**src/dwmd_pkg.sv**
```systemverilog
// Shared constants and types for the distinct-window marker detector.
package dwmd_pkg;

    localparam int MAX_WINDOW_DEF = 16;   // default longest window
    localparam int ALPHABET_SIZE  = 26;   // letter codes 0..25
    localparam int LETTER_W       = 5;
    localparam int CFG_W          = 5;
    localparam int POS_W          = 16;
    localparam int LEN_MIN        = 2;
    localparam int LEN_RESET      = 4;

    // What one cell hands to the next one along the row
    typedef struct packed {
        logic [LETTER_W-1:0] letter;
        logic                valid;
        logic                dup;     // a newer equal letter sits nearer the head
    } cell_hand_t;

endpackage

```
**src/dwmd_cell.sv**
```systemverilog
// One cell of the letter row: holds a letter, its valid bit and a repeat flag.
module dwmd_cell
    import dwmd_pkg::*;
(
    input  logic                clk,
    input  logic                rst_n,
    input  logic                clear,
    input  logic                shift,
    input  logic [LETTER_W-1:0] probe,
    input  cell_hand_t          prev,
    output cell_hand_t          hand
);

    logic [LETTER_W-1:0] letter_reg;
    logic [LETTER_W-1:0] letter_next;
    logic                valid_reg;
    logic                valid_next;
    logic                dup_reg;
    logic                dup_next;
    logic                match;

    // incoming letter equals the one held here
    assign match = valid_reg & (letter_reg == probe);

    assign hand.letter = letter_reg;
    assign hand.valid  = valid_reg;
    assign hand.dup    = dup_reg | match;

    always_comb
    begin
        letter_next = letter_reg;
        valid_next  = valid_reg;
        dup_next    = dup_reg;
        if (clear)
        begin
            valid_next = 1'b0;
            dup_next   = 1'b0;
        end
        else if (shift)
        begin
            letter_next = prev.letter;
            valid_next  = prev.valid;
            dup_next    = prev.dup;
        end
    end

    always_ff @(posedge clk or negedge rst_n)
    begin
        if (!rst_n)
        begin
            valid_reg <= 1'b0;
            dup_reg   <= 1'b0;
        end
        else
        begin
            valid_reg <= valid_next;
            dup_reg   <= dup_next;
        end
    end

    always_ff @(posedge clk)
    begin
        letter_reg <= letter_next;
    end

endmodule

```
**src/distinct_window_marker_detector_unit.sv**
```systemverilog
// Distinct-window marker detector: top level with the cell row and output register.
//
//  channel   | dir | carries                               | accepted when
//  ----------+-----+---------------------------------------+------------------------------
//  s_axis    | in  | tdata[4:0] letter, tlast end of line  | s_axis_tvalid & s_axis_tready
//  m_axis    | out | tdata[15:0] position, tuser found     | m_axis_tvalid & m_axis_tready
//  cfg       | in  | cfg_wr_data window length             | cfg_wr_en
//
// One word per cycle: a letter is compared against every held cell in the same
// cycle and the repeat flags of the window are OR-reduced, so the result of a
// word is decided in the cycle it is accepted and lands in the output register.
// m_axis_tvalid shows a word's result in the cycle after the word is accepted.
// The input stays ready while the output register is empty or being drained.
// rst_n clears the row, the counters and the output valid; window length
// returns to 4. A config write clears the line state as well.
module distinct_window_marker_detector_unit
    import dwmd_pkg::*;
#(
    parameter int MAX_WINDOW = MAX_WINDOW_DEF
)
(
    input  logic             clk,
    input  logic             rst_n,
    input  logic             s_axis_tvalid,
    output logic             s_axis_tready,
    input  logic [7:0]       s_axis_tdata,   // [4:0] letter, [7:5] zero
    input  logic             s_axis_tlast,   // end_of_line
    output logic             m_axis_tvalid,
    input  logic             m_axis_tready,
    output logic [POS_W-1:0] m_axis_tdata,   // [15:0] position
    output logic             m_axis_tuser,   // [0] found
    input  logic             cfg_wr_en,
    input  logic [CFG_W-1:0] cfg_wr_data     // window_length
);

    localparam int LEN_W   = $clog2(MAX_WINDOW + 1);
    localparam int CMP_W   = LEN_W + 1;
    localparam int NCELL   = MAX_WINDOW - 1;   // older letters that can share the window
    localparam int LEN_RST = (LEN_RESET > MAX_WINDOW) ? MAX_WINDOW : LEN_RESET;

    // window length in use, already clamped to 2..MAX_WINDOW
    logic [LEN_W-1:0] len_reg;
    logic [LEN_W-1:0] len_next;
    logic [LEN_W-1:0] cfg_len;

    logic [POS_W-1:0] seen_reg;
    logic [POS_W-1:0] seen_next;
    logic [POS_W-1:0] seen_inc;
    logic             done_reg;
    logic             done_next;

    logic             out_valid_reg;
    logic             out_valid_next;
    logic             out_found_reg;
    logic             out_found_next;
    logic [POS_W-1:0] out_pos_reg;
    logic [POS_W-1:0] out_pos_next;

    logic [LETTER_W-1:0] letter;
    logic                eol;
    logic                s_fire;
    logic                m_fire;
    logic                letter_ok;
    logic                shift;
    logic                clear_line;
    logic                hit;
    logic                eol_result;
    logic                dup_any;
    logic                full;

    cell_hand_t          head;
    cell_hand_t          hand [NCELL];
    logic [NCELL-1:0]    dup_vec;
    logic [NCELL-1:0]    valid_vec;
    logic [NCELL-1:0]    in_win;

    assign letter = s_axis_tdata[LETTER_W-1:0];
    assign eol    = s_axis_tlast;

    // output register parts the two sides: take a word while the result drains
    assign s_axis_tready = !out_valid_reg || m_axis_tready;
    assign s_fire        = s_axis_tvalid & s_axis_tready;
    assign m_fire        = out_valid_reg & m_axis_tready;

    // codes beyond the alphabet are dropped without touching state
    assign letter_ok  = letter < LETTER_W'(ALPHABET_SIZE);
    assign shift      = s_fire & !eol & !done_reg & letter_ok;
    assign clear_line = cfg_wr_en | (s_fire & eol);

    // new word enters the head of the row, never flagged itself
    assign head.letter = letter;
    assign head.valid  = 1'b1;
    assign head.dup    = 1'b0;

    // Cell k holds the letter from k+1 words back. Its hand is what it becomes
    // one place further down: the dup flag picks up a match with the new letter.
    genvar k;
    generate
        for (k = 0; k < NCELL; k++)
        begin : g_cell
            if (k == 0)
            begin : g_first
                dwmd_cell u_cell (
                    .clk   (clk),
                    .rst_n (rst_n),
                    .clear (clear_line),
                    .shift (shift),
                    .probe (letter),
                    .prev  (head),
                    .hand  (hand[k])
                );
            end
            else
            begin : g_rest
                dwmd_cell u_cell (
                    .clk   (clk),
                    .rst_n (rst_n),
                    .clear (clear_line),
                    .shift (shift),
                    .probe (letter),
                    .prev  (hand[k-1]),
                    .hand  (hand[k])
                );
            end
            assign dup_vec[k]   = hand[k].dup;
            assign valid_vec[k] = hand[k].valid;
            // after the shift this cell's hand lands at place k+1: inside the window
            // when k+1 < len
            assign in_win[k]    = CMP_W'(k + 2) <= {1'b0, len_reg};
        end
    endgenerate

    // A repeat inside the window always has its older copy flagged; copies
    // older than the window fall outside the mask. The row fills from the
    // head, so the window is full when every in-window hand is valid.
    assign dup_any = |(dup_vec & in_win);
    assign full    = &(valid_vec | ~in_win);

    assign hit        = shift & full & !dup_any;
    assign eol_result = s_fire & eol & !done_reg;

    // saturating letter count
    assign seen_inc = (seen_reg == {POS_W{1'b1}}) ? seen_reg : seen_reg + POS_W'(1);

    always_comb
    begin
        if (cfg_wr_data < CFG_W'(LEN_MIN))
            cfg_len = LEN_W'(LEN_MIN);
        else if (int'(cfg_wr_data) > MAX_WINDOW)
            cfg_len = LEN_W'(MAX_WINDOW);
        else
            cfg_len = LEN_W'(cfg_wr_data);
    end

    always_comb
    begin
        len_next  = cfg_wr_en ? cfg_len : len_reg;
        seen_next = seen_reg;
        done_next = done_reg;
        if (clear_line)
        begin
            seen_next = '0;
            done_next = 1'b0;
        end
        else if (shift)
        begin
            seen_next = seen_inc;
            done_next = hit;
        end
    end

    always_comb
    begin
        out_valid_next = out_valid_reg;
        out_found_next = out_found_reg;
        out_pos_next   = out_pos_reg;
        if (hit || eol_result)
        begin
            out_valid_next = 1'b1;
            out_found_next = hit;
            out_pos_next   = hit ? seen_inc : seen_reg;
        end
        else if (m_fire)
        begin
            out_valid_next = 1'b0;
        end
    end

    always_ff @(posedge clk or negedge rst_n)
    begin
        if (!rst_n)
        begin
            len_reg       <= LEN_W'(LEN_RST);
            seen_reg      <= '0;
            done_reg      <= 1'b0;
            out_valid_reg <= 1'b0;
        end
        else
        begin
            len_reg       <= len_next;
            seen_reg      <= seen_next;
            done_reg      <= done_next;
            out_valid_reg <= out_valid_next;
        end
    end

    always_ff @(posedge clk)
    begin
        out_found_reg <= out_found_next;
        out_pos_reg   <= out_pos_next;
    end

    assign m_axis_tvalid = out_valid_reg;
    assign m_axis_tdata  = out_pos_reg;
    assign m_axis_tuser  = out_found_reg;

endmodule

```
**config.mk**
```make
export PLATFORM = sky130hd
export DESIGN_NAME = distinct_window_marker_detector_unit
export DESIGN_NICKNAME = d
export VERILOG_FILES = /design/src/dwmd_pkg.sv /design/src/dwmd_cell.sv /design/src/distinct_window_marker_detector_unit.sv
export SDC_FILE = /design/constraint.sdc
export NUM_CORES = 1
export LEC_CHECK = 0
export BUFFER_PORTS_ARGS = -buffer_cell sky130_fd_sc_hd__buf_2
export CAP_MARGIN = 40
export CORE_MARGIN = 2
export CORE_UTILIZATION = 40
export CTS_CLUSTER_DIAMETER = 40
export DETAILED_ROUTE_END_ITERATION = 10
export PLACE_DENSITY = 0.67
export SETUP_SLACK_MARGIN = 0.4
export SLEW_MARGIN = 20
export SYNTH_ARGS = -nofsm -noshare
export SYNTH_HDL_FRONTEND = slang
export SYNTH_SLANG_ARGS = --single-unit
```
**constraint.sdc**
```tcl
create_clock -name clk -period 7.35 [get_ports clk]
set_input_delay 1.1025 -clock clk [delete_from_list [all_inputs] [get_ports clk]]
set_output_delay 1.1025 -clock clk [all_outputs]
set_load 0.01 [all_outputs]
```
# ---- Yosys cells after proc, flatten, opt, wreduce, memory -nomap -nowiden
# Index checks and enable logic that the tools add are counted.
dict set report word_totals {
  register_bits 145
  in_bits 19
  output_inout_bits 19
}
dict set report op_classes {
  addsub 1
  n_lt_le_gt_ge 18
  n_eq_ne 16
  muxes 70
  n_bitwise 44
  n_reduce_logical 11
}
# cell count
set ops {}
lappend ops {{$eq A5 B5 Y1} 15}
lappend ops {{$mux W1} 64}
lappend ops {{$mux W16} 4}
lappend ops {{$le A4 B5 Y1 const A} 8}
lappend ops {{$and A1 B1 Y1} 24}
lappend ops {{$le A3 B5 Y1 const A} 4}
lappend ops {{$add A16 B1 Y16 const B} 1}
lappend ops {{$eq A16 B16 Y1 const B} 1}
lappend ops {{$or A1 B1 Y1} 16}
lappend ops {{$and A15 B15 Y15} 1}
lappend ops {{$not A15 Y15} 1}
lappend ops {{$or A15 B15 Y15} 1}
lappend ops {{$reduce_and A15 Y1} 1}
lappend ops {{$reduce_or A15 Y1} 1}
lappend ops {{$le A2 B5 Y1 const A} 2}
lappend ops {{$mux W5} 2}
lappend ops {{$gt A5 B5 Y1 const B} 1}
lappend ops {{$le A5 B5 Y1 const A} 1}
lappend ops {{$lt A5 B2 Y1 const B} 1}
lappend ops {{$lt A5 B5 Y1 const B} 1}
lappend ops {{$logic_not A1 Y1} 4}
lappend ops {{$reduce_bool A2 Y1} 2}
lappend ops {{$logic_or A1 B1 Y1} 2}
lappend ops {{$reduce_and A2 Y1} 1}
lappend ops {{$not A1 Y1} 1}

# ---- Longest topological paths before layout
dict set report logic_depth {
  depth_word 10
  mapped_depth 12
  mapped_depth_nobuf 8
}

# ---- Hierarchy
# A second synthesis with hierarchy kept.
dict set report unflattened {
  hier_cells 555
  hier_area_um2 6942.9
}
# mod n_inst cells_per_inst area_each_um2
set modules_own_cells {}
lappend modules_own_cells {dwmd_cell 15 20 300.3}
lappend modules_own_cells {distinct_window_marker_detector_unit 1 255 2438.6}

# ---- Worst setup path before layout
# Ideal clock, no wire load.
dict set report synth_path {
  kind {in2reg}
  from {input port m_axis_tready}
  to {register g_cell[0].g_first.u_cell.letter_reg[0] (enable)}
  setup_time_ns 0.509
  t_arrival_ns 5.098
  required_ns 6.841
  setup_slack_ns 1.743
  stages 5
  cell_sequence {nor2b_1 > o21bai_1 > clkbuf_1 > clkbuf_1 > nor2_1}
}
dict set report synth_via {
  elab_chain_cells 6
  elab_cells_between_ends 9
}
# item line
set synth_lines {}
lappend synth_lines {{start, declared} distinct_window_marker_detector_unit.sv:29} ;# input logic m_axis_tready,
lappend synth_lines {{$logic_or A1 B1 Y1 *} distinct_window_marker_detector_unit.sv:81} ;# assign s_axis_tready = !out_valid_reg || m_axis_tready;
lappend synth_lines {{$and A1 B1 Y1 *} distinct_window_marker_detector_unit.sv:82} ;# assign s_fire = s_axis_tvalid & s_axis_tready;
lappend synth_lines {{$and A1 B1 Y1, on equally long branches} {distinct_window_marker_detector_unit.sv:87, distinct_window_marker_detector_unit.sv:88}}
lappend synth_lines {{$and A1 B1 Y1 or $or A1 B1 Y1 (tied branches)} {distinct_window_marker_detector_unit.sv:87, distinct_window_marker_detector_unit.sv:88}}
lappend synth_lines {{$and A1 B1 Y1 or $not A1 Y1 (tied branches)} n/a}
lappend synth_lines {{$reduce_and A2 Y1 (no source line) *} n/a}
lappend synth_lines {{end signal, assigned} dwmd_cell.sv:63} ;# letter_reg <= letter_next;
lappend synth_lines {{end, declared} dwmd_cell.sv:14} ;# logic [LETTER_W-1:0] letter_reg;
# Mark *: on every way between the ends. The rest lies on a longest branch, timed or not.
# A chain may end at the register's enable or synchronous reset.

# ---- Worst setup path in the final report
dict set report layout_path {
  from {input port s_axis_tdata[1]}
  to {register out_pos_reg[6] (netlist: m_axis_tdata[6]) (enable)}
}
dict set report layout_via {
  elab_chain_cells 8
  elab_cells_between_ends 53
}
# item line
set layout_lines {}
lappend layout_lines {{start, declared} distinct_window_marker_detector_unit.sv:26} ;# input logic [7:0] s_axis_tdata,
lappend layout_lines {{$eq A5 B5 Y1} dwmd_cell.sv:23} ;# assign match = valid_reg & (letter_reg == probe);
lappend layout_lines {{$and A1 B1 Y1} dwmd_cell.sv:23}
lappend layout_lines {{$or A1 B1 Y1} dwmd_cell.sv:27} ;# assign hand.dup = dup_reg | match;
lappend layout_lines {{$and A15 B15 Y15} distinct_window_marker_detector_unit.sv:136} ;# assign dup_any = |(dup_vec & in_win);
lappend layout_lines {{$reduce_or A15 Y1} distinct_window_marker_detector_unit.sv:136}
lappend layout_lines {{$logic_not A1 Y1} distinct_window_marker_detector_unit.sv:139} ;# assign hit = shift & full & !dup_any;
lappend layout_lines {{$and A1 B1 Y1 *} distinct_window_marker_detector_unit.sv:139}
lappend layout_lines {{$logic_or A1 B1 Y1 *} distinct_window_marker_detector_unit.sv:177} ;# if (hit || eol_result)
lappend layout_lines {{end signal, assigned} distinct_window_marker_detector_unit.sv:210} ;# out_pos_reg <= out_pos_next;
lappend layout_lines {{end, declared} distinct_window_marker_detector_unit.sv:56} ;# logic [POS_W-1:0] out_pos_reg;
# Marks and branches as above.

==> impl_results.md <==
* Fillers at roughly 1500
* Number of remaining DRC errors at 0
* Crit path kind: input port to flop
* Gr usage total at approximately 16%
* Vias in the first global route at 4453
* Multi-input gate area in the final layout at roughly 2500 um^2
* Synth Flop Type: edfxtp_1
* Initial Util at 40.8%
* Avg Vias per Cell at 5.28
* Hold slack at 0.469 ns
* Post-synth EDFFs at 92
* Antenna violations before repair at 0
* Synth warn at 0
* Clock Root Buffer: clkbuf_16
* Slew Limit Fails at 0
* Worst Path Arrival at roughly 4.0 ns
* Max reg flops at 70
* Status: finished clean
* Critical Path Sink Type: flop
* Initial DRC Count at between 300 and 400
* Setup_tns at 0 ns
* Cell area after synthesis at 6740 um^2
* HP Start: g_cell[12].g_rest.u_cell.letter_reg[0]
* Min Tclk post-route at about 4 ns
* CTS tree: yes
* Area grow syn2layout at 12.5%
* Antenna cell count at 0
* CTS clk-pin slew, worst paths at 0.05 ns
* Max Root-Sink Buffers at 2
* CP Max Fanout at 34
* Gates resized, CTS repair at 0
* Die Wd at between 100 and 150 um
* Core area at 16500 um^2
* Cell Rows at 47
* Buffers added on ports at 34
* DIE HEIGHT at 134 um
* F_max at 254 MHz
* DR WL/cell at 16.1 um
* Placer Congestion at 0.879
* Total power draw at around 1.8 mW
* Post-synth net total at slightly below 600
* Largest net degree at the start of global routing at 53
* Slew headroom at 53.3%
* R2R Path Start: len_reg[1]
* Worst-skew pair later-pin latency at 0.43 ns
* DRT antenna net count at 0
* Share of layout cells above drive strength 1 at about an eighth
* First-pass DRT Iterations at 5
* H-Tree Depth at 4
* Final Util at 45.9%
* Post-synthesis register bit count at approximately 140
* Final Non-Filler Cells at between 800 and 900
* Die area at 17900 um^2
* Total global routing overflow at 0
* NumNets Final at 621
* Mapped Cells at around 580
* FF/Latch Area at 4070 um^2
* CTS buffer count at 17
* Hold buffers post-CTS at 0
* Seq/Total Area, Yosys at 60.3%
* Worst Path Required at about 7.4 ns
* Total Wirelength at 13400 um
* Postcts setup bufs at 0
* Final setup fails at 0
* RSZ-0062 raised after global routing: false
* # IOs at 38
* Count of cell types in the netlist at 54
* PwrDens at around 230 nW/um^2
* Tcrit/Tclk final at a little over half
* P_leak at 2.71 nW
* Max_cap viols at 0
* Vias at 4402
* VDD IR max at 0.152 mV
* CTS sink count at about 140
* Type of the worst min-delay path: flop to flop
* Fin. Hold Viols at 0
* Startpoint types: input port
* Clock Skews at 0.0139 ns
* Setup crit start: s_axis_tdata[1]
* Global-route wire length before repair at ~22000 um
* Detailed Place HPWL at 9110 um
* Least-Margin Pin Slew at 0.701 ns
* Ys async rst share at a little over a third
* Synth Area per Inst at 11.7 um^2
* Inst Count DP at 802
cell families after synthesis:
logic type                 after synthesis  synth area share [%]
DFF                                    144                  60.3
adders and majority gates                1                 0.186
xor gates and xnor gates                94                  12.2
and+or+nand+nor                        201                  14.6
muxes                                    9                  1.45
buffers and inverters                   45                  3.51
AOI/OAI and AO/OA                       81                  7.80
per-stage QoR:
step / instance area, um^2 / worst slack, ns
2_1_floorplan: 6740 / 1.74
3_5_place_dp: 7070 / 3.04
5_1_grt: 7580 / 3.15
3_3_place_gp: 7050 / 3.08
4_1_cts: 7580 / 3.45
6_report: 7580 / 3.41
where the power goes:
group | leakage, nW | internal, mW | switching (mW)
Sequential | 1.57 | 0.881 | 0.0185
Clock | 0.257 | 0.443 | 0.305
Combinational | 0.890 | 0.0415 | 0.0740
routing by layer:
metal / vias to the layer above / GRT usage (%) / share of wire (%)
met1: 2171 / 21.1 / 45
met5: - / 0 / 0
met2: 117 / 25.3 / 48
li1: 2099 / - / -
met4: 0 / 5.85 / 1.4
met3: 15 / 4.80 / 5.3
cell usage in the layout (no fill, tap or decap), types with 3 or more instances in the layout:
master     count
nor2_1        43
nand3_1       19
a21oi_1       29
edfxtp_1      92
xnor2_1       56
xor2_1        38
nand2_1       60
buf_2         34
buf_4          5
mux2_2         4
nor3_1        21
inv_1         12
o21ai_0       16
dfrtp_1       51
nor4_1        10
and3_1         9
clkinv_2       5
clkbuf_16     17
nand4_1       12
a211oi_1      10
or3_1          4
clkbuf_1       5
a22o_1         3
nand2b_1       5
nor2b_1        6
mux2i_1        3
and2_1         3
layout make-up:
type                            count  share of cell area, %
Clock buffer                       24                   6.22
Clock inverter                      8                  0.544
Inverter                           12                  0.594
Multi-Input combinational cell    386                   32.4
Sequential cell                   144                   53.6
Tap cell                          220                   3.63
Timing Repair Buffer               40                   3.00
worst max-delay path, cell delays in order:
cell	delay, ns
buf_2	0.26
o211ai_2	0.30
nor4b_4	0.25
buf_4	0.38
nand4b_1	0.16
nor4_1	0.29
o211ai_1	0.22
nor2_4	0.39
a21o_1	0.59
worst paths after layout:
| path | to | cells after the start | slack (ns) |
|---|---|---|---|
| max | m_axis_tdata[6] | 9 | 3.41 |
| min | g_cell[13].g_rest.u_cell.letter_reg[0] | 0 | 0.47 |
| max reg2reg | m_axis_tdata[6] | 7 | 3.99 |
| min reg2reg | g_cell[13].g_rest.u_cell.letter_reg[0] | 0 | 0.47 |
| max in group asynchronous | len_reg[0] | 2 | 6.06 |
| min in group asynchronous | m_axis_tvalid | 2 | 0.78 |
cells in the mapped netlist (2+ instances only):
master,count,area share [%]
edfxtp_1,92,41
buf_4,9,1.0
a2111oi_0,2,0.26
inv_1,12,0.67
buf_2,3,0.22
nand2_1,60,3.3
dfrtp_1,51,19
xor2_1,38,4.9
nor3_1,21,1.6
mux2_1,2,0.33
a22o_1,3,0.39
nor4_1,10,0.93
a211oi_1,10,1.1
or3_1,4,0.37
nor2_1,44,2.4
nand4b_1,2,0.26
o22ai_1,2,0.19
clkbuf_1,16,0.89
o21ai_0,16,1.2
a21oi_1,29,2.2
and4_1,2,0.26
xnor2_1,56,7.3
a31oi_1,2,0.19
mux2_2,4,0.67
buf_6,4,0.67
a2111o_1,2,0.33
o211ai_1,2,0.22
nand4_1,12,1.1
nand3_1,19,1.4
mux2i_1,3,0.45
nor2b_1,6,0.56
and3_1,9,0.84
nand2b_1,5,0.46
and2_1,3,0.28
(Power assumes the default switching activity.)
